### src/sv/sgec_pkg.sv
// Shared types, codes and reset values of the split-grade exposure controller.
package sgec_pkg;

  localparam int unsigned CFG_IDX_W = 3;
  localparam int unsigned CFG_DATA_W = 16;

  localparam logic [CFG_IDX_W-1:0] CFG_MAX_HALF_SECONDS = 3'd0;
  localparam logic [CFG_IDX_W-1:0] CFG_TICK_PERIOD_MS   = 3'd1;
  localparam logic [CFG_IDX_W-1:0] CFG_LED_PIN_FIRST    = 3'd2;
  localparam logic [CFG_IDX_W-1:0] CFG_LED_PIN_SECOND   = 3'd3;
  localparam logic [CFG_IDX_W-1:0] CFG_LED_MIN_PIXELS   = 3'd4;
  localparam logic [CFG_IDX_W-1:0] CFG_LED_MAX_PIXELS   = 3'd5;
  localparam logic [CFG_IDX_W-1:0] CFG_DEDUPE_WINDOW_MS = 3'd6;

  localparam logic [15:0] RST_MAX_HALF_SECONDS = 16'd1200;
  localparam logic [15:0] RST_TICK_PERIOD_MS   = 16'd500;
  localparam logic [5:0]  RST_LED_PIN_FIRST    = 6'd0;
  localparam logic [5:0]  RST_LED_PIN_SECOND   = 6'd1;
  localparam logic [15:0] RST_LED_MIN_PIXELS   = 16'd1;
  localparam logic [15:0] RST_LED_MAX_PIXELS   = 16'd1024;
  localparam logic [15:0] RST_DEDUPE_WINDOW_MS = 16'd500;

  localparam logic [3:0] REQ_TIME_CHECK  = 4'd0;
  localparam logic [3:0] REQ_FOCUS       = 4'd1;
  localparam logic [3:0] REQ_METER_BLUE  = 4'd2;
  localparam logic [3:0] REQ_METER_GREEN = 4'd3;
  localparam logic [3:0] REQ_HARD        = 4'd4;
  localparam logic [3:0] REQ_SOFT        = 4'd5;
  localparam logic [3:0] REQ_SPLIT       = 4'd6;
  localparam logic [3:0] REQ_STOP        = 4'd7;
  localparam logic [3:0] REQ_LED_CONFIG  = 4'd8;

  localparam logic [2:0] RUN_IDLE        = 3'd0;
  localparam logic [2:0] RUN_FOCUS       = 3'd1;
  localparam logic [2:0] RUN_METER_BLUE  = 3'd2;
  localparam logic [2:0] RUN_METER_GREEN = 3'd3;
  localparam logic [2:0] RUN_HARD        = 3'd4;
  localparam logic [2:0] RUN_SOFT        = 3'd5;
  localparam logic [2:0] RUN_SPLIT_HARD  = 3'd6;
  localparam logic [2:0] RUN_SPLIT_SOFT  = 3'd7;

  typedef enum logic [7:0] {
    M_IDLE        = 8'b0000_0001,
    M_FOCUS       = 8'b0000_0010,
    M_METER_BLUE  = 8'b0000_0100,
    M_METER_GREEN = 8'b0000_1000,
    M_HARD        = 8'b0001_0000,
    M_SOFT        = 8'b0010_0000,
    M_SPLIT_HARD  = 8'b0100_0000,
    M_SPLIT_SOFT  = 8'b1000_0000
  } mode_t;

  function automatic logic [2:0] mode_code(input mode_t m);
    logic [2:0] c;
    unique case (m)
      M_IDLE:        c = RUN_IDLE;
      M_FOCUS:       c = RUN_FOCUS;
      M_METER_BLUE:  c = RUN_METER_BLUE;
      M_METER_GREEN: c = RUN_METER_GREEN;
      M_HARD:        c = RUN_HARD;
      M_SOFT:        c = RUN_SOFT;
      M_SPLIT_HARD:  c = RUN_SPLIT_HARD;
      M_SPLIT_SOFT:  c = RUN_SPLIT_SOFT;
      default:       c = RUN_IDLE;
    endcase
    return c;
  endfunction

endpackage

### src/sv/sgec_in_if.sv
// Command and time-check channel of the split-grade exposure controller.
interface sgec_in_if;
  logic        valid;
  logic        ready;
  logic [3:0]  req_type;
  logic [15:0] arg_first;
  logic [15:0] arg_second;
  logic [31:0] now_ms;

  modport source (output valid, req_type, arg_first, arg_second, now_ms, input ready);
  modport sink (input valid, req_type, arg_first, arg_second, now_ms, output ready);
endinterface

### src/sv/sgec_out_if.sv
// Result channel of the split-grade exposure controller.
interface sgec_out_if;
  logic        valid;
  logic        ready;
  logic [2:0]  run_mode;
  logic [15:0] remaining_half_seconds;
  logic [15:0] pending_soft_half_seconds;
  logic        led_config_accepted;
  logic [15:0] led_pixel_count;
  logic [5:0]  led_pin;

  modport source (output valid, run_mode, remaining_half_seconds, pending_soft_half_seconds,
                  led_config_accepted, led_pixel_count, led_pin, input ready);
  modport sink (input valid, run_mode, remaining_half_seconds, pending_soft_half_seconds,
                led_config_accepted, led_pixel_count, led_pin, output ready);
endinterface

### src/sv/split_grade_exposure_controller.sv
// Top level of the split-grade exposure controller: mode, countdown and LED configuration.
//
//   channel | direction | handshake          | carries
//   in_if   | in        | valid/ready        | req_type, arg_first, arg_second, now_ms
//   out_if  | out       | valid/ready        | mode, counts, LED configuration result
//   cfg_*   | in        | cfg_we, no wait    | seven settings by index
//
// Each transfer is captured in an input register and then processed into the result
// register, so one item per cycle is sustained while the output is taken.
// The state update is a single compare-and-update pass through the state registers.
// The result register frees when it is taken or empty; a stalled output holds the result
// and the input register, and the input is then not ready. Reset is synchronous.
module split_grade_exposure_controller (
  input  logic                             clk,
  input  logic                             rst_n,
  sgec_in_if.sink                          in_if,
  sgec_out_if.source                       out_if,
  input  logic                             cfg_we,
  input  logic [sgec_pkg::CFG_IDX_W-1:0]   cfg_index,
  input  logic [sgec_pkg::CFG_DATA_W-1:0]  cfg_wdata
);

  logic [15:0] max_half_r, tick_period_r, led_min_r, led_max_r, dedupe_r;
  logic [5:0]  pin_first_r, pin_second_r;

  logic        stg_valid_r;
  logic [3:0]  stg_req_r;
  logic [15:0] stg_a_r, stg_b_r;
  logic [31:0] stg_now_r;

  sgec_pkg::mode_t mode_r, mode_nxt;
  logic [15:0] rem_r, rem_nxt;
  logic [15:0] soft_r, soft_nxt;
  logic [31:0] tick_r, tick_nxt;
  logic [15:0] led_cnt_r, led_cnt_nxt;
  logic [5:0]  led_pin_r, led_pin_nxt;
  logic [31:0] led_time_r, led_time_nxt;
  logic        led_valid_r, led_valid_nxt;
  logic        led_acc_nxt;

  logic        out_valid_r;
  logic [2:0]  out_mode_r;
  logic [15:0] out_rem_r, out_soft_r, out_cnt_r;
  logic        out_acc_r;
  logic [5:0]  out_pin_r;

  logic proc_fire, in_fire;
  logic untimed_busy, timed, tick_due, a_ok, b_ok, pin_ok, count_ok, repeat_hit;
  logic [31:0] tick_diff, led_age, enter_tick;
  logic [15:0] rem_dec;

  assign proc_fire = stg_valid_r && (!out_valid_r || out_if.ready);
  assign in_if.ready = !stg_valid_r || proc_fire;
  assign in_fire = in_if.valid && in_if.ready;

  always_ff @(posedge clk) begin
    if (!rst_n) begin
      max_half_r    <= sgec_pkg::RST_MAX_HALF_SECONDS;
      tick_period_r <= sgec_pkg::RST_TICK_PERIOD_MS;
      pin_first_r   <= sgec_pkg::RST_LED_PIN_FIRST;
      pin_second_r  <= sgec_pkg::RST_LED_PIN_SECOND;
      led_min_r     <= sgec_pkg::RST_LED_MIN_PIXELS;
      led_max_r     <= sgec_pkg::RST_LED_MAX_PIXELS;
      dedupe_r      <= sgec_pkg::RST_DEDUPE_WINDOW_MS;
    end else if (cfg_we) begin
      unique case (cfg_index)
        sgec_pkg::CFG_MAX_HALF_SECONDS: max_half_r    <= cfg_wdata;
        sgec_pkg::CFG_TICK_PERIOD_MS:   tick_period_r <= cfg_wdata;
        sgec_pkg::CFG_LED_PIN_FIRST:    pin_first_r   <= cfg_wdata[5:0];
        sgec_pkg::CFG_LED_PIN_SECOND:   pin_second_r  <= cfg_wdata[5:0];
        sgec_pkg::CFG_LED_MIN_PIXELS:   led_min_r     <= cfg_wdata;
        sgec_pkg::CFG_LED_MAX_PIXELS:   led_max_r     <= cfg_wdata;
        sgec_pkg::CFG_DEDUPE_WINDOW_MS: dedupe_r      <= cfg_wdata;
        default: ;
      endcase
    end
  end

  always_ff @(posedge clk) begin
    if (!rst_n) begin
      stg_valid_r <= 1'b0;
    end else if (in_if.ready) begin
      stg_valid_r <= in_if.valid;
    end
  end

  always_ff @(posedge clk) begin
    if (in_fire) begin
      stg_req_r <= in_if.req_type;
      stg_a_r   <= in_if.arg_first;
      stg_b_r   <= in_if.arg_second;
      stg_now_r <= in_if.now_ms;
    end
  end

  assign untimed_busy = (mode_r == sgec_pkg::M_FOCUS) || (mode_r == sgec_pkg::M_METER_BLUE) ||
                        (mode_r == sgec_pkg::M_METER_GREEN);
  assign timed = (mode_r == sgec_pkg::M_HARD) || (mode_r == sgec_pkg::M_SOFT) ||
                 (mode_r == sgec_pkg::M_SPLIT_HARD) || (mode_r == sgec_pkg::M_SPLIT_SOFT);
  assign tick_diff = stg_now_r - tick_r;
  assign tick_due = timed && !tick_diff[31];
  assign rem_dec = (rem_r != 16'd0) ? rem_r - 16'd1 : 16'd0;
  assign enter_tick = stg_now_r + {16'd0, tick_period_r};
  assign a_ok = (stg_a_r != 16'd0) && (stg_a_r <= max_half_r);
  assign b_ok = (stg_b_r != 16'd0) && (stg_b_r <= max_half_r);
  assign pin_ok = (stg_b_r == {10'd0, pin_first_r}) || (stg_b_r == {10'd0, pin_second_r});
  assign count_ok = (stg_a_r >= led_min_r) && (stg_a_r <= led_max_r);
  assign led_age = stg_now_r - led_time_r;
  assign repeat_hit = led_valid_r && (stg_a_r == led_cnt_r) &&
                      (stg_b_r == {10'd0, led_pin_r}) && (led_age < {16'd0, dedupe_r});

  always_comb begin
    mode_nxt      = mode_r;
    rem_nxt       = rem_r;
    soft_nxt      = soft_r;
    tick_nxt      = tick_r;
    led_cnt_nxt   = led_cnt_r;
    led_pin_nxt   = led_pin_r;
    led_time_nxt  = led_time_r;
    led_valid_nxt = led_valid_r;
    led_acc_nxt   = 1'b0;
    unique case (stg_req_r)
      sgec_pkg::REQ_TIME_CHECK: begin
        if (tick_due) begin
          tick_nxt = tick_r + {16'd0, tick_period_r};
          rem_nxt  = rem_dec;
          if (rem_dec == 16'd0) begin
            if ((mode_r == sgec_pkg::M_SPLIT_HARD) && (soft_r != 16'd0)) begin
              mode_nxt = sgec_pkg::M_SPLIT_SOFT;
              rem_nxt  = soft_r;
              soft_nxt = 16'd0;
            end else begin
              mode_nxt = sgec_pkg::M_IDLE;
            end
          end
        end
      end
      sgec_pkg::REQ_FOCUS: begin
        if ((mode_r == sgec_pkg::M_IDLE) || (mode_r == sgec_pkg::M_FOCUS)) begin
          mode_nxt = sgec_pkg::M_FOCUS;
          rem_nxt  = 16'd0;
          soft_nxt = 16'd0;
          tick_nxt = enter_tick;
        end
      end
      sgec_pkg::REQ_METER_BLUE, sgec_pkg::REQ_METER_GREEN: begin
        if ((mode_r == sgec_pkg::M_IDLE) || (mode_r == sgec_pkg::M_METER_BLUE) ||
            (mode_r == sgec_pkg::M_METER_GREEN)) begin
          mode_nxt = (stg_req_r == sgec_pkg::REQ_METER_BLUE) ? sgec_pkg::M_METER_BLUE
                                                              : sgec_pkg::M_METER_GREEN;
          rem_nxt  = 16'd0;
          soft_nxt = 16'd0;
          tick_nxt = enter_tick;
        end
      end
      sgec_pkg::REQ_HARD, sgec_pkg::REQ_SOFT: begin
        if (!untimed_busy && a_ok) begin
          mode_nxt = (stg_req_r == sgec_pkg::REQ_HARD) ? sgec_pkg::M_HARD : sgec_pkg::M_SOFT;
          rem_nxt  = stg_a_r;
          soft_nxt = 16'd0;
          tick_nxt = enter_tick;
        end
      end
      sgec_pkg::REQ_SPLIT: begin
        if (!untimed_busy && a_ok && b_ok) begin
          mode_nxt = sgec_pkg::M_SPLIT_HARD;
          rem_nxt  = stg_a_r;
          soft_nxt = stg_b_r;
          tick_nxt = enter_tick;
        end
      end
      sgec_pkg::REQ_STOP: begin
        mode_nxt = sgec_pkg::M_IDLE;
        rem_nxt  = 16'd0;
        soft_nxt = 16'd0;
        tick_nxt = enter_tick;
      end
      sgec_pkg::REQ_LED_CONFIG: begin
        if ((mode_r == sgec_pkg::M_IDLE) && pin_ok && count_ok && !repeat_hit) begin
          led_cnt_nxt   = stg_a_r;
          led_pin_nxt   = stg_b_r[5:0];
          led_time_nxt  = stg_now_r;
          led_valid_nxt = 1'b1;
          led_acc_nxt   = 1'b1;
        end
      end
      default: ;
    endcase
  end

  always_ff @(posedge clk) begin
    if (!rst_n) begin
      mode_r      <= sgec_pkg::M_IDLE;
      rem_r       <= 16'd0;
      soft_r      <= 16'd0;
      tick_r      <= 32'd0;
      led_cnt_r   <= 16'd0;
      led_pin_r   <= 6'd0;
      led_time_r  <= 32'd0;
      led_valid_r <= 1'b0;
    end else if (proc_fire) begin
      mode_r      <= mode_nxt;
      rem_r       <= rem_nxt;
      soft_r      <= soft_nxt;
      tick_r      <= tick_nxt;
      led_cnt_r   <= led_cnt_nxt;
      led_pin_r   <= led_pin_nxt;
      led_time_r  <= led_time_nxt;
      led_valid_r <= led_valid_nxt;
    end
  end

  always_ff @(posedge clk) begin
    if (!rst_n) begin
      out_valid_r <= 1'b0;
    end else if (proc_fire) begin
      out_valid_r <= 1'b1;
    end else if (out_if.ready) begin
      out_valid_r <= 1'b0;
    end
  end

  always_ff @(posedge clk) begin
    if (proc_fire) begin
      out_mode_r <= sgec_pkg::mode_code(mode_nxt);
      out_rem_r  <= rem_nxt;
      out_soft_r <= soft_nxt;
      out_acc_r  <= led_acc_nxt;
      out_cnt_r  <= led_cnt_nxt;
      out_pin_r  <= led_pin_nxt;
    end
  end

  assign out_if.valid                     = out_valid_r;
  assign out_if.run_mode                  = out_mode_r;
  assign out_if.remaining_half_seconds    = out_rem_r;
  assign out_if.pending_soft_half_seconds = out_soft_r;
  assign out_if.led_config_accepted       = out_acc_r;
  assign out_if.led_pixel_count           = out_cnt_r;
  assign out_if.led_pin                   = out_pin_r;

endmodule

### src/flat_wrapper.sv
// flat-port wrapper written by rule: the top's interface ports become plain ports
module split_grade_exposure_controller_flat 
  (clk, rst_n, cfg_we, cfg_index, cfg_wdata, in_if_valid, in_if_req_type, in_if_arg_first, in_if_arg_second, in_if_now_ms, in_if_ready, out_if_valid, out_if_run_mode, out_if_remaining_half_seconds, out_if_pending_soft_half_seconds, out_if_led_config_accepted, out_if_led_pixel_count, out_if_led_pin, out_if_ready);
  sgec_in_if in_if_i ();
  sgec_out_if out_if_i ();
  input  logic clk;
  input  logic rst_n;
  input  logic cfg_we;
  input  logic [sgec_pkg::CFG_IDX_W-1:0] cfg_index;
  input  logic [sgec_pkg::CFG_DATA_W-1:0] cfg_wdata;
  input wire logic [$bits(in_if_i.valid)-1:0] in_if_valid;
  input wire logic [$bits(in_if_i.req_type)-1:0] in_if_req_type;
  input wire logic [$bits(in_if_i.arg_first)-1:0] in_if_arg_first;
  input wire logic [$bits(in_if_i.arg_second)-1:0] in_if_arg_second;
  input wire logic [$bits(in_if_i.now_ms)-1:0] in_if_now_ms;
  output wire logic [$bits(in_if_i.ready)-1:0] in_if_ready;
  output wire logic [$bits(out_if_i.valid)-1:0] out_if_valid;
  output wire logic [$bits(out_if_i.run_mode)-1:0] out_if_run_mode;
  output wire logic [$bits(out_if_i.remaining_half_seconds)-1:0] out_if_remaining_half_seconds;
  output wire logic [$bits(out_if_i.pending_soft_half_seconds)-1:0] out_if_pending_soft_half_seconds;
  output wire logic [$bits(out_if_i.led_config_accepted)-1:0] out_if_led_config_accepted;
  output wire logic [$bits(out_if_i.led_pixel_count)-1:0] out_if_led_pixel_count;
  output wire logic [$bits(out_if_i.led_pin)-1:0] out_if_led_pin;
  input wire logic [$bits(out_if_i.ready)-1:0] out_if_ready;
  assign in_if_i.valid = in_if_valid;
  assign in_if_i.req_type = in_if_req_type;
  assign in_if_i.arg_first = in_if_arg_first;
  assign in_if_i.arg_second = in_if_arg_second;
  assign in_if_i.now_ms = in_if_now_ms;
  assign in_if_ready = in_if_i.ready;
  assign out_if_valid = out_if_i.valid;
  assign out_if_run_mode = out_if_i.run_mode;
  assign out_if_remaining_half_seconds = out_if_i.remaining_half_seconds;
  assign out_if_pending_soft_half_seconds = out_if_i.pending_soft_half_seconds;
  assign out_if_led_config_accepted = out_if_i.led_config_accepted;
  assign out_if_led_pixel_count = out_if_i.led_pixel_count;
  assign out_if_led_pin = out_if_i.led_pin;
  assign out_if_i.ready = out_if_ready;
  split_grade_exposure_controller u_core (.clk(clk), .rst_n(rst_n), .in_if(in_if_i), .out_if(out_if_i), .cfg_we(cfg_we), .cfg_index(cfg_index), .cfg_wdata(cfg_wdata));
endmodule
### config.mk
export PLATFORM = sky130hd
export DESIGN_NAME = split_grade_exposure_controller_flat
export DESIGN_NICKNAME = d
export VERILOG_FILES = /design/src/sv/sgec_pkg.sv /design/src/sv/sgec_in_if.sv /design/src/sv/sgec_out_if.sv /design/src/sv/split_grade_exposure_controller.sv /design/src/flat_wrapper.sv
export SDC_FILE = /design/constraint.sdc
export NUM_CORES = 1
export LEC_CHECK = 0
export ABC_CLOCK_PERIOD_IN_PS = 4600
export BUFFER_PORTS_ARGS = -buffer_cell sky130_fd_sc_hd__buf_2
export CORE_AREA = 2 2 230 232
export DETAILED_ROUTE_END_ITERATION = 6
export DIE_AREA = 0 0 232 234
export HOLD_SLACK_MARGIN = 0.08
export PLACE_DENSITY = 0.6
export SETUP_SLACK_MARGIN = 0.15
export SLEW_MARGIN = 40
export SYNTH_ARGS = -nofsm -noshare
export SYNTH_HDL_FRONTEND = slang
export SYNTH_SLANG_ARGS = --single-unit
### constraint.sdc
create_clock -name clk -period 4.6 [get_ports clk]
set_input_delay 0.23 -clock clk [delete_from_list [all_inputs] [get_ports clk]]
set_output_delay 0.23 -clock clk [all_outputs]
set_load 0.005 [all_outputs]
# After elaboration in Yosys (flattened, before gate mapping)
# Index checks and enable logic that the tools add are counted.
# W data, S select, Z words.
[word_totals]
reg_bits = 347
out_inout_bits = 60
[classes]
n_addsub = 5
n_lt_le_gt_ge = 5
eq_ne = 38
muxes = 41
n_reduce_logical = 51
[ops]
columns = ["cell", "count"]
rows = [
  ["$mux W16", 17],
  ["$pmux W16 S6", 2],
  ["$pmux W32 S6", 1],
  ["$mux W32", 5],
  ["$add A32 B16 Y32", 2],
  ["$reduce_bool A16 Y1", 4],
  ["$sub A32 B32 Y32", 2],
  ["$mux W8", 7],
  ["$eq A16 B6 Y1", 3],
  ["$le A16 B16 Y1", 3],
  ["$pmux W8 S6", 1],
  ["$lt A32 B16 Y1", 1],
  ["$pmux W3 S7", 1],
  ["$mux W6", 3],
  ["$eq A16 B16 Y1", 1],
  ["$eq A4 B3 Y1 const B", 4],
  ["$eq A8 B2 Y1 const B", 2],
  ["$eq A8 B3 Y1 const B", 2],
  ["$eq A8 B4 Y1 const B", 2],
  ["$eq A8 B5 Y1 const B", 2],
  ["$eq A8 B6 Y1 const B", 2],
  ["$eq A8 B7 Y1 const B", 2],
  ["$eq A8 B8 Y1 const B", 2],
  ["$ge A16 B16 Y1", 1],
  ["23 further kinds", 68],
]

# Longest topological paths before layout
# Gate-level depths: netlist (run 1).
[depth]
depth_word = 10
depth_mapped = 25
depth_no_buf = 23

# Worst setup path after synthesis (run 1)
# Ideal clock, no wire load.
[synth_timing]
path_type = "reg2reg"
startpoint = "reg u_core.stg_req_r[0]"
endpoint = "reg u_core.tick_r[28]"
setup_ns = 0.115
arrival_time_ns = 4.949
t_required_ns = 4.485
setup_slack_ns = -0.463
stages_incl_launch_ff = 22
synth_period_minus_slack_ns = 5.063
cell_sequence = "edfxtp_1 -> clkbuf_1 -> nor3_1 -> nor2_1 -> clkbuf_1 -> buf_1 -> clkbuf_1 -> buf_1 -> nand2_1 -> o21ai_0 -> fa_1 -> a21oi_1 -> o21ai_0 -> a21boi_0 -> o31ai_1 -> a21oi_1 -> o31ai_1 -> a31o_2 -> nand3_1 -> nor4b_1 -> mux2i_1 -> o21a_1"
[synth_via]
elab_chain_len = 4
elab_cells_between_ends = 18
classes_between = "eq/ne (12); mux (1); reduce/logical (5)"
[synth_rtl]
columns = ["element", "line", "text"]
rows = [
  ["start: declaration", "split_grade_exposure_controller.sv:27", "logic [3:0] stg_req_r;"],
  ["start signal: assignment", "split_grade_exposure_controller.sv:89", "stg_req_r <= in_if.req_type;"],
  ["$eq A4 B2 Y1 / $eq A4 B3 Y1 (equally long branches)", "split_grade_exposure_controller.sv:122", "unique case (stg_req_r)"],
  ["$reduce_or A2 Y1", "split_grade_exposure_controller.sv:122", ""],
  ["$reduce_bool A6 Y1 (no source line) / $ne A2 B1 Y1 (equally long branches)", "-", ""],
  ["$reduce_and A7 Y1 (no source line)", "-", ""],
  ["end signal: assignment", "split_grade_exposure_controller.sv:205", "tick_r <= tick_nxt;"],
  ["end: declaration", "split_grade_exposure_controller.sv:34", "logic [31:0] tick_r, tick_nxt;"],
]
# Parallel ways exist; a longest one is shown, timed or not.
# A chain may end at the register's enable or synchronous reset.

# Worst setup path after layout (run 1)
[layout_timing]
startpoint = "reg u_core.stg_now_r[1]"
endpoint = "reg u_core.out_cnt_r[3] (netlist: u_core.out_if.led_pixel_count[3]) (data pin)"
[layout_via]
elab_chain_len = 7
[layout_rtl]
columns = ["element", "line", "text"]
rows = [
  ["start: declaration", "split_grade_exposure_controller.sv:29", "logic [31:0] stg_now_r;"],
  ["start signal: assignment", "split_grade_exposure_controller.sv:92", "stg_now_r <= in_if.now_ms;"],
  ["$sub A32 B32 Y32", "split_grade_exposure_controller.sv:108", "assign led_age = stg_now_r - led_time_r;"],
  ["$lt A32 B16 Y1", "split_grade_exposure_controller.sv:110", "(stg_b_r == {10'd0, led_pin_r}) && (led_age < {16'd0, dedupe_r});"],
  ["$logic_and A1 B1 Y1", "split_grade_exposure_controller.sv:110", ""],
  ["$logic_not A1 Y1", "split_grade_exposure_controller.sv:179", "if ((mode_r == sgec_pkg::M_IDLE) && pin_ok && count_ok && !repeat_hit) begin"],
  ["$logic_and A1 B1 Y1", "split_grade_exposure_controller.sv:179", ""],
  ["$mux W16", "split_grade_exposure_controller.sv:179", ""],
  ["$mux W16", "split_grade_exposure_controller.sv:122", ""],
  ["via u_core.led_cnt_nxt[3]", "split_grade_exposure_controller.sv:35", "logic [15:0] led_cnt_r, led_cnt_nxt;"],
  ["end signal: assignment", "split_grade_exposure_controller.sv:229", "out_cnt_r <= led_cnt_nxt;"],
  ["end: declaration", "split_grade_exposure_controller.sv:43", "logic [15:0] out_rem_r, out_soft_r, out_cnt_r;"],
]
# The timed path passes the listed nets, and every way through them passes these cells.

==> run metrics, run 1 <==
Max rail drop VDD 219.5 uV; number of synthesized flops with an enable pin 126; CP required 4.91 ns; HPWL after detailed placement 49,280 um; Tot Pwr 8.239 mW; Netlist cell types 81; drt initial violations 1,613; Synth Register Bits 347; Synth Area per Inst 8.825 um2; P&R area growth vs syn 30.14%; Setup WS post-layout -0.6394 ns; first-pass GRT wire length 106,800 um; core area 0.05202 mm2; Initial Util 39.39%; ys async rst share 0%; area leader, netlist dfxtp_1; share of post-route cells with drive strength above 1 21.27%; RSZ-0062 raised after global routing yes; Critical Path AT 5.55 ns; crit end category flop; CTS tree done; die area 0.05429 mm2; Startpoint Class flop; CTS clock-pin slew for the worst setup and hold paths 0.06 ns; ys flop type dfxtp_1; crit path kind reg2reg; # rows 84; Cells after Synth 2,322; Crit. Startpoint u_core.stg_now_r[1]; Top Registers u_core.led_time_r (32), u_core.stg_now_r (32), u_core.tick_r (32); final critical-path share of the clock period 113.9%; Hold Fails Final Rpt 0; failing checks setup timing; Clock Latency Late Sink 0.58 ns; max_slew headroom 40.78%; port bufs 151; placer congestion estimate 0.9299; total CTS buffers 43; Die W 232 um; top cells by area, synth dfxtp_1 22%, edfxtp_1 18%, ha_1 9.6%; Ys Warns 0; Root Driver clkbuf_16; First-pass DRT Iterations 5; R2R cell count 23; highest clock rate 190.9 MHz; final setup violation count 78; top cell type's share of synthesized area 21.59%; WL/cell 20.99 um; Tmin final 5.239 ns; placed cell areas 0.02300 mm2; Net Count, Synth 2,573; Leak 10.58 nW; Total GRT Usage 25.37%; Pwr Density 309.0 mW/mm2; fill cell count 4,777; largest net degree at the start of global routing 149; reg2reg start u_core.stg_now_r[1]; mapped cell area 0.02049 mm2; sequential cell area fraction in the yosys report 40.05%; most frequent cells in the layout 304 x nand2_1, 220 x dfxtp_1, 214 x a21oi_1; # clock sinks 347; R2R Setup Slk -0.64 ns; vias in the first global route 18,750; clock skew 0.02270 ns; Final Instance Area 0.02667 mm2; vias 19,520; Max Cap Viol 0; initial antenna violation count 2; Via density 5.732; Die Span Y 234 um; most common cell after layout, fill and taps aside nand2_1; Routed Antenna Nets 0; Worst Setup EP u_core.out_if.led_pixel_count[3]; NumNets Final 2,934; gr ovfl total 0; final WL 71,500 um; Remaining DRCs 0; outcome finished with violations; worst slew pin tran 0.8791 ns; Hold/Removal Path Class in2reg; reg2reg end u_core.out_if.led_pixel_count[3]; clk buf depth 3; max-slew violation count 0; diodes inserted 0; Ports 152; Max FO, Critical Path 5; H-tree Lvls 2; Min-Delay Startpoint cfg_index[2]
-- routing by layer --
layer,vias to the layer above,part of all wire [%],GRT usage [%]
met2,746,45,39.79
li1,9197,-,-
met3,177,7.0,4.171
met1,9404,44,34.65
met5,-,0,0
met4,0,4.0,10.64
-- worst max-delay path, cell delays in order (launching register included) --
cell and delay [ns]:
edfxtp_1 0.40, ha_1 0.31, nor2b_4 0.13, o31a_1 0.29
o2111ai_2 0.22, nand2_1 0.12, buf_4 0.15, buf_4 0.12
buf_4 0.12, buf_4 0.12, buf_4 0.12, buf_4 0.12
xor2_1 0.14, ha_1 0.21, a2111o_1 0.31, o21ai_0 0.21
o2111ai_1 0.18, a2111oi_2 0.30, nand4_1 0.14, or4_4 0.47
o21ai_4 0.19, buf_6 0.15, clkbuf_16 0.15, mux2_4 0.30
-- cell type report --
type,instances,area (um2),area share (%)
multi-input combinational,1696,11890,44.58
sequential,347,8209,30.78
clock inverter,16,183.9,0.6897
clock buffer,64,1256,4.710
inverter,150,568.0,2.130
tap,688,860.8,3.228
timing repair buffer,445,3701,13.88
-- power breakdown --
| part | switching (mW) | total [mW] | internal [mW] |
|---|---|---|---|
| logic | 0.770 | 1.33 | 0.557 |
| clock network | 1.42 | 3.48 | 2.07 |
| registers | 0.121 | 3.43 | 3.31 |
-- worst min-delay path by stage --
stage	cells after the start	end
3_5_place_dp	1	u_core.stg_b_r[15]
4_1_cts	4	u_core.pin_first_r[2]
3_3_place_gp	1	u_core.stg_b_r[15]
6_report	4	u_core.pin_first_r[4]
5_1_grt	4	u_core.pin_first_r[1]
2_1_floorplan	0	u_core.stg_a_r[0]
-- synth_stat cells, types with 8 or more instances --
library cell	instances
a211oi_1	14
a21o_1	40
a21oi_1	240
a221o_1	11
a22o_1	16
a22oi_1	17
a31oi_1	14
and3_1	9
buf_2	9
clkbuf_1	111
dfxtp_1	221
edfxtp_1	126
ha_1	157
inv_1	148
mux2_1	18
mux2i_1	26
nand2_1	304
nand2b_1	39
nand3_1	54
nand4_1	38
nor2_1	102
nor2b_1	15
nor3_1	36
nor4_1	31
o2111ai_1	38
o211a_1	34
o211ai_1	21
o21a_1	21
o21ai_0	144
o21bai_1	11
o22ai_1	9
o31ai_1	8
or3_1	13
or3b_2	20
or4_1	8
xnor2_1	35
xor2_1	52
-- stage by stage --
step | setup WS, ns | hold slack (ns) | utilization [%] | cells | setup TNS (ns)
2_1_floorplan | -0.2470 | 0.3289 | - | 2322 | -4.540
3_3_place_gp | -0.4576 | 0.4062 | 44.15 | 3189 | -15.36
3_5_place_dp | -0.5653 | 0.4084 | 44.21 | 3190 | -25.29
4_1_cts | -0.4184 | 0.1934 | 49.71 | 3381 | -21.72
5_1_grt | -0.8214 | 0.2435 | 51.26 | 3406 | -55.83
6_report | -0.6394 | 0.2328 | 51.26 | 3406 | -32.77
-- timing repair --
action,CTS,global route
pin swaps,17,66
hold endpoints to repair,163,0
setup endpoints to repair,83,87
gates cloned,5,10
buffers inserted,16,15
hold buffers,90,0
resized for setup,53,131
-- cells by family (layout without fill, tap and decap cells) --
logic type	Yosys count	in the layout	share of synthesized area [%]
simple gates	707	707	16.84
compound gates	696	696	21.93
flops	347	347	40.05
buf+inv	279	675	5.257
fa+ha+maj	159	159	9.781
xor+xnor	87	87	3.718
mux	47	47	2.424
No activity file was read; power rests on OpenSTA's default activity.
==> inputs of run 2 (changes only) <==
- REMOVE_ABC_BUFFERS: default -> 1
- SKIP_LAST_GASP: default -> 1
==> run 2 against run 1 <==
Register-to-register slack improved by 0.28 ns. Non-clock buffer count fell by 23. Core utilization fell by 0.22 points. Final cell count fell by 0.62%. Setup slack improved by 0.28 ns. The flow still finishes with violations (setup timing). Largest cell class unchanged. Critical endpoint is now u_core.out_if.led_pixel_count[12]. Routed wire length fell by 5.5%. Fmax rose by 5.6%. Total power fell by 0.70%.
==> run metrics, run 2 (synthesized netlist as in run 1, its figures left out) <==
final setup violation count 77 (-1.3%); wire length on met3 4171 um (-17%); fill cell count 4,762 (-0.31%); placer congestion estimate 0.9230 (-0.74%); DR top layer met5; vias 19,140 (-2.0%); die area 0.05429 mm2 (unchanged); post-route setup TNS -14.16 ns (+18.61 ns); first-pass GRT wire length 102,500 um (-4.0%); Die Span Y 234 um (unchanged); Remaining DRCs 0 (unchanged); Metal-1 WL 30,290 um (-4.5%); worst slew pin tran 0.7748 ns (-0.1042 ns); Leak 10.49 nW (-0.91%); First-pass DRT Iterations 7 (+2); RSZ-0062 raised after global routing yes; Initial Util 39.39% (unchanged); Top Registers u_core.led_time_r (32), u_core.stg_now_r (32), u_core.tick_r (32); # clock sinks 347 (unchanged); NumNets Final 2,911 (-0.78%); Tmin final 4.963 ns (-0.2767 ns); outcome finished with violations; CTS tree done; initial antenna violation count 3 (+1); most frequent cells in the layout 304 x nand2_1, 221 x dfxtp_1, 207 x a21oi_1; most common cell after layout, fill and taps aside nand2_1; gr ovfl total 0 (unchanged); Ports 152 (unchanged); highest clock rate 201.5 MHz (+5.6%); final WL 67,540 um (-5.5%); placed cell areas 0.02278 mm2 (-0.96%); WL met2 30,480 um (-4.5%); Hold/Removal Path Class in2reg; Core Util, Final 51.04% (-0.22 points); Die W 232 um (unchanged); Startpoint Class flop; Root Driver clkbuf_16; core area 0.05202 mm2 (unchanged); worst slack, placed -0.6747 ns (-0.1095 ns); final critical-path share of the clock period 107.9% (-6.0 points); max-slew violation count 0 (unchanged); Via density 5.654 (-1.4%); largest net degree at the start of global routing 112 (-25%); Max Cap Viol 0 (unchanged); Max rail drop VDD 239.8 uV (+9.2%); placed insts 3,176 (-0.44%); Setup WS post-layout -0.3627 ns (+0.2767 ns); drt initial violations 1,520 (-5.8%); Final Instance Area 0.02655 mm2 (-0.43%); CTS clock-pin slew for the worst setup and hold paths 0.06 ns (about the same); H-tree Lvls 2 (unchanged); share of post-route cells with drive strength above 1 20.85% (-0.41 points); max_slew headroom 47.87% (+7.1 points); CP required 4.94 ns (+0.03 ns); vias in the first global route 18,240 (-2.7%); total CTS buffers 43 (unchanged); Total GRT Usage 24.09% (-1.3 points); failing checks setup timing; crit end category flop; WL/cell 19.95 um (-4.9%); Clock Latency Late Sink 0.61 ns (+0.03 ns); Routed Antenna Nets 0 (unchanged); Max FO, Critical Path 6 (+1); Critical Path AT 5.31 ns (-0.24 ns); clk buf depth 3 (unchanged); # rows 84 (unchanged); Pwr Density 308.1 mW/mm2 (-0.27%); post-route insts no fill 3,385 (-0.62%); HPWL after detailed placement 46,690 um (-5.3%); Tot Pwr 8.182 mW (-0.70%); clock skew 0.03963 ns (+0.01693 ns); P&R area growth vs syn 29.58%; port bufs 151 (unchanged); Hold Fails Final Rpt 0 (unchanged); crit path kind reg2reg; Hold WS 0.1574 ns (-0.07540 ns)
-- run 2: final cells by class --
type / instances / area (um2) / area share (%)
Antenna cell: 2 / 5.005 / 0.01885
Clock buffer: 55 / 1191 / 4.486
Clock inverter: 25 / 277.8 / 1.046
Inverter: 150 / 568.0 / 2.139
Multi-Input combinational cell: 1696 / 11930 / 44.93
Sequential cell: 347 / 8208 / 30.91
Tap cell: 688 / 860.8 / 3.242
Timing Repair Buffer: 422 / 3513 / 13.23
-- run 2: report_power, final --
group          internal (mW)  total (mW)  switching (mW)
sequential              3.31        3.44           0.128
clock                   2.03        3.47            1.44
combinational          0.539        1.28           0.739
-- run 2: final timing paths --
kind | from | slack [ns] | endpoint | cells after the start
max | u_core.stg_now_r[1] | -0.36 | u_core.out_if.led_pixel_count[12] | 22
min | cfg_index[1] | 0.16 | u_core.max_half_r[1] | 4
max reg2reg | u_core.stg_now_r[1] | -0.36 | u_core.out_if.led_pixel_count[12] | 22
min reg2reg | u_core.tick_r[11] | 0.45 | u_core.tick_r[11] | 2
-- run 2: what timing repair did --
item | in CTS | in global routing
setup endpoints to repair | 79 | 88
pin swaps | 12 | 74
gates cloned | 10 | 7
hold endpoints to repair | 158 | 0
gates resized for setup | 49 | 152
setup buffers | 14 | 9
hold buffers | 87 | 0
-- run 2: critical path, stage by stage (launching register included) --
cell and delay [ns]:
edfxtp_1 0.43, ha_4 0.24, nor2b_4 0.12, o31a_1 0.27, o2111ai_2 0.22, buf_4 0.16, a211oi_4 0.05, or2_1 0.25
xor2_1 0.17, ha_1 0.30, a21oi_2 0.13, nor2b_1 0.06, o21ai_1 0.15, nand4_1 0.15, nor4_2 0.24, o2111ai_1 0.16
a2111oi_2 0.24, nand4_1 0.14, or4_4 0.47, o21ai_4 0.19, buf_6 0.16, buf_12 0.14, mux2_4 0.30
-- run 2: metal layers --
layer	GRT usage [%]	vias up
li1	-	9153
met1	32.74	9245
met2	38.17	603
met3	4.207	135
met4	9.275	2
met5	0	-
